[src/hdl/lrr_pkg.sv]
`default_nettype none

package lrr_pkg;

    localparam int unsigned DefListDepth = 64;

    localparam logic [31:0] LcgMul     = 32'd472940017;
    localparam logic [31:0] LcgAdd     = 32'd832416023;
    localparam logic [31:0] StateReset = 32'd1489853723;

    // action codes
    localparam logic [1:0] ACT_DRAW  = 2'd0;
    localparam logic [1:0] ACT_SEED  = 2'd1;
    localparam logic [1:0] ACT_WRITE = 2'd2;

    // configuration register indexes
    localparam logic [1:0] REG_LOWER = 2'd0;
    localparam logic [1:0] REG_UPPER = 2'd1;
    localparam logic [1:0] REG_COUNT = 2'd2;

    typedef struct packed {
        logic [1:0]         action;
        logic [31:0]        seed_value;
        logic [5:0]         entry_index;
        logic signed [31:0] entry_value;
    } t_in_item;

    typedef struct packed {
        logic signed [31:0] value;
        logic [31:0]        state_after;
    } t_out_item;

    typedef enum logic [1:0] {
        ST_IDLE,
        ST_MAP,
        ST_MUL,
        ST_FIN
    } t_state;

    typedef struct packed {
        logic load_seed;
        logic write_entry;
        logic advance;
        logic map;
        logic mul;
        logic finish;
    } t_dp_cmd;

endpackage

`default_nettype wire

[src/hdl/lrr_ctrl.sv]
`default_nettype none

module lrr_ctrl (
    input  wire logic          i_clk,
    input  wire logic          i_rst_n,
    input  wire logic          i_in_valid,
    input  wire logic [1:0]    i_action,
    output logic               o_in_stall,
    output logic               o_out_valid,
    input  wire logic          i_out_stall,
    output lrr_pkg::t_dp_cmd   o_cmd
);
    import lrr_pkg::*;

    t_state r_state, n_state;
    logic   r_out_valid, n_out_valid;
    logic   out_free;

    always_ff @(posedge i_clk) begin
        if (!i_rst_n) begin
            r_state     <= ST_IDLE;
            r_out_valid <= 1'b0;
        end else begin
            r_state     <= n_state;
            r_out_valid <= n_out_valid;
        end
    end

    assign out_free = !r_out_valid || !i_out_stall;

    always_comb begin
        n_state     = r_state;
        o_cmd       = '0;
        n_out_valid = r_out_valid && i_out_stall;
        unique case (r_state)
            ST_IDLE: begin
                // take nothing while reset is held
                if (i_in_valid && i_rst_n) begin
                    unique case (i_action)
                        ACT_DRAW: begin
                            o_cmd.advance = 1'b1;
                            n_state       = ST_MAP;
                        end
                        ACT_SEED:  o_cmd.load_seed   = 1'b1;
                        ACT_WRITE: o_cmd.write_entry = 1'b1;
                        default: ;
                    endcase
                end
            end
            ST_MAP: begin
                o_cmd.map = 1'b1;
                n_state   = ST_MUL;
            end
            ST_MUL: begin
                o_cmd.mul = 1'b1;
                n_state   = ST_FIN;
            end
            ST_FIN: begin
                // hold the result until the output register frees up
                if (out_free) begin
                    o_cmd.finish = 1'b1;
                    n_out_valid  = 1'b1;
                    n_state      = ST_IDLE;
                end
            end
            default: n_state = ST_IDLE;
        endcase
    end

    assign o_in_stall  = !i_rst_n || (r_state != ST_IDLE);
    assign o_out_valid = r_out_valid;

endmodule

`default_nettype wire

[config.mk]
export PLATFORM = sky130hd
export DESIGN_NAME = lrr_ctrl
export DESIGN_NICKNAME = d
export VERILOG_FILES = /design/src/hdl/lrr_pkg.sv /design/src/hdl/lrr_ctrl.sv
export SDC_FILE = /design/constraint.sdc
export NUM_CORES = 1
export LEC_CHECK = 0
export BUFFER_PORTS_ARGS = -buffer_cell sky130_fd_sc_hd__buf_2
export CAP_MARGIN = 20
export CORE_AREA = 10 10 47 49
export DETAILED_ROUTE_END_ITERATION = 16
export DIE_AREA = 0 0 57 59
export GPL_TIMING_DRIVEN = 0
export SETUP_SLACK_MARGIN = 0.2
export SYNTH_ARGS = -nofsm -noshare
export SYNTH_HDL_FRONTEND = slang
export SYNTH_SLANG_ARGS = --single-unit
[constraint.sdc]
create_clock -name i_clk -period 2.4 [get_ports i_clk]
set_clock_uncertainty 0.1 [all_clocks]
set_input_delay 0.36 -clock i_clk [delete_from_list [all_inputs] [get_ports i_clk]]
set_output_delay 0.36 -clock i_clk [all_outputs]
set_load 0.02 [all_outputs]
; After elaboration in Yosys (flattened, before gate mapping)
; Cells that the tools add are included.
[classes]
reduce_logical = 11
eq_ne = 8
mux = 15
[ops]
columns = cell, n
row1 = two-way mux 1 bit, 9
row2 = one-hot mux 2 bit (4 select lines), 1
row3 = "equality test 2 bit, second input constant", 3
row4 = two-way mux 2 bit, 3
row5 = two-way mux 3 bit, 2
row6 = "equality test 2 x 1 -> 1 bit, second input constant", 2
row7 = zero test 2 bit, 2
row8 = "!= test 2 bit, second input constant", 2
row9 = zero test 1 bit, 3
row10 = AND reduction 3 bit, 1
row11 = logical AND 1 bit, 2
row12 = logical OR 1 bit, 2
row13 = "!= test 2 x 1 -> 1 bit, second input constant", 1
row14 = nonzero test 2 bit, 1
[word_totals]
output_inout_bits = 8
regBits = 3
word_cells = 36
inputBits = 6

; Longest topological paths before layout
[depth]
ltp_word = 4
depth_mapped = 4
mapped_depth_nobuf = 4

; Worst setup path before layout
; OpenSTA, ideal clock, no wires.
[synth_path]
path_kind = register to output
startpoint = register r_state[0]
endpoint = output port o_cmd[5] in the netlist's numbering
setup_slack_ps = 676
required_time_ps = 1940
path_buffers = 0
t_arrival_ps = 1264
path_stages_with_launch = 5
path_cell_list = dfxtp_1 > inv_1 > ha_1 > nand3_1 > nor3b_1
[synth_lines]
columns = item, line
row1 = "start, declared", lrr_ctrl.sv:15  ; t_state r_state, n_state;
row2 = "start signal, assigned", lrr_ctrl.sv:24  ; r_state <= n_state;
row3 = "end, declared", lrr_ctrl.sv:11  ; output lrr_pkg::t_dp_cmd o_cmd

==> results.sh <==
export IMPL_clock_path_buffers=2
export IMPL_nNetsFinal=55
export IMPL_r2r_slack_ps=1030
export IMPL_insertion_delay_ps=230
export IMPL_initialDrtViolationCount=0
export IMPL_rows=14
export IMPL_critPathMaxFanout=4
export IMPL_critPathCapture="o_cmd[5]"
export IMPL_rsz0062_at_grt="false"
export IMPL_drive_above_1_share_pct=39.5
export IMPL_vias_per_cell=4.19
export IMPL_pin_count=14
export IMPL_ant_nets=0
export IMPL_cts_root_buf="clkbuf_4"
export IMPL_synth_fp_nets=37
export IMPL_grt_busiest_layer="met3"
export IMPL_die_h_microns=59
export IMPL_num_vias=247
export IMPL_grtUsageTotal_pct=4.89
export IMPL_overflow=0
export IMPL_drc=0
export IMPL_fillCellCount=173
export IMPL_grt_first_pass_wirelength_microns=1210
export IMPL_yosysSeqAreaShare_pct=24.9
export IMPL_crit_arrival_ps=1420
export IMPL_use_met1_pct=4.76
export IMPL_worstSetupEndpointType="output pin"
export IMPL_use_met2_pct=6.20
export IMPL_cp_required_ps=1940
export IMPL_drt_first_pass_iters=1
export IMPL_whs_ps=328
export IMPL_criticalPathCategory="flip-flop to output pin"
export IMPL_worst_r2r_endpoint="r_state[1]$_SDFFE_PN0P_"
export IMPL_tightest_slew_ps=242
export IMPL_holdCritPathClass="primary input to flip-flop"
export IMPL_layout_cells_non_filler=59
export IMPL_tritoncts="yes"
export IMPL_power_density_mw_per_mm2=800
export IMPL_min_period_over_period_pct=78.4
export IMPL_yosysUniqueCellTypes=14
export IMPL_drv_cap=0
export IMPL_leakagePower_nw=0.170
export IMPL_met3_usage_pct=6.44
export IMPL_ir_drop_mv=0.360
export IMPL_wl_microns=687
export IMPL_dpl_hpwl_microns=583
export IMPL_status="completed"
export IMPL_fin_crit_ps=1880
export IMPL_startpoint="r_state[0]$_SDFFE_PN0P_"
export IMPL_start_util_pct=17.2
export IMPL_dp_cells=55
export IMPL_synth_area_leader_cell="ha_1"
export IMPL_synth_area_sq_um=241
export IMPL_cts_buffers_inserted=3
export IMPL_finish_utilization_pct=25.2
export IMPL_cts_hold_buffers=0
export IMPL_fmax_mhz=531
export IMPL_cts_resized=0
export IMPL_synth_warnings=0
export IMPL_die_w_microns=57
export IMPL_relSlewSlack_pct=83.9
export IMPL_timing_rr_start="r_state[0]$_SDFFE_PN0P_"
export IMPL_design_core_area_sq_mm=0.00140
export IMPL_finalWorstSetupSlack_ps=518
export IMPL_clkTransAtPathRegs_ps=40
export IMPL_setup_tns_ps=0
export IMPL_cp_start_kind="flip-flop"
export IMPL_antenna_cells=0
export IMPL_synth_area_leaders="ha_1 26%, dfxtp_1 25%, mux2i_1 8.3%, a32oi_2 6.7%, nand2_1 6.2%"
export IMPL_postCtsSetupRepairBufs=0
export IMPL_hold_violations=0
export IMPL_synth_top_area_share_pct=25.9
export IMPL_syn_inst=26
export IMPL_synth_avg_cell_area_sq_um=9.29
export IMPL_wl_per_cell_microns=11.6
export IMPL_antenna_found_initial=0
export IMPL_dieArea_sq_mm=0.00336
export IMPL_grt_max_degree=9
export IMPL_finalSetupViolations=0
export IMPL_synth_seq_cells=3
export IMPL_cts_sinks=3
export IMPL_final_cell_mix="13 x buf_2, 5 x ha_1, 4 x nand2_1, 3 x clkbuf_4, 3 x dfxtp_1"
export IMPL_port_buffers=13
export IMPL_drv_slew=0
export IMPL_gp_congestion=0.646
export IMPL_first_global_vias=257
export IMPL_reg2reg_depth=4
export IMPL_layout_commonest_cell="buf_2"
export IMPL_h_tree_depth=1
export IMPL_areaGrowthSynthToFinish_pct=46.1
export IMPL_pre_cts_slack_ps=748
==> power by group <==
part           switching (mW)  total [mW]  internal, mW
Sequential             0.0106      0.0706        0.0601
Combinational          0.0731       0.123        0.0499
Clock                  0.0262      0.0885        0.0623
Total                   0.110       0.282         0.172
==> flip-flops by register name, indices dropped and copies added, names as in the netlist <==
signal       count
r_state          2
o_out_valid      1
==> synth_stat cells <==
library cell	number
nor3_1	1
mux2i_1	2
nor2b_1	1
a21oi_1	1
dfxtp_1	3
nand3_1	1
nand4bb_1	1
a21boi_0	1
inv_1	2
o21ai_0	1
a32oi_2	1
ha_1	5
nor3b_1	2
nand2_1	4
==> cells by family after synthesis <==
kind of cell | count (synthesis) | share of synthesized area [%]
AO/OA/AOI/OAI | 4 | 14.0
adder cells (fa/ha/maj) | 5 | 25.9
buffers and inverters | 2 | 3.11
flip-flops | 3 | 24.9
multiplexers | 2 | 8.29
AND/OR/NAND/NOR | 10 | 23.8
==> critical path: stages, from the launching register on <==
cell and delay (ps):
dfxtp_1 330, inv_1 110, ha_1 230, nand3_1 130, nor3b_1 200, buf_2 190
==> worst min-delay path by stage <==
stage                            startpoint                      end  slack (ps)  cells past startpoint
floorplan           r_state[1]$_SDFFE_PN0P_  r_state[1]$_SDFFE_PN0P_         370                      2
global placement    r_state[0]$_SDFFE_PN0P_  r_state[0]$_SDFFE_PN0P_         390                      2
detailed placement  r_state[0]$_SDFFE_PN0P_  r_state[0]$_SDFFE_PN0P_         400                      2
CTS                             i_out_stall   o_out_valid$_SDFF_PN0_         330                      3
global route                        i_rst_n   o_out_valid$_SDFF_PN0_         350                      2
finish                          i_out_stall   o_out_valid$_SDFF_PN0_         330                      3
==> final cells by class <==
cell class                 count  area [sq um]  area share, %
multi-input combinational     21           174           49.3
timing repair buffer          13          65.1           18.4
sequential                     3          60.1           17.0
clock buffer                   4          26.3           7.45
tap                           16          20.0           5.67
inverter                       2          7.51           2.13
==> through the flow <==
stage                     power [mW]  cell area [sq um]
after floorplan                0.160                241
after global placement         0.193                327
after detailed placement       0.197                327
after CTS                      0.291                353
after global routing           0.315                353
final                          0.282                353
==> routing by layer <==
layer  wire (microns)  part of all wire [%]
met1              268                    39
met2              256                    37
met3              162                    24
met4                0                     0
met5                0                     0
(Power assumes the default switching activity.)
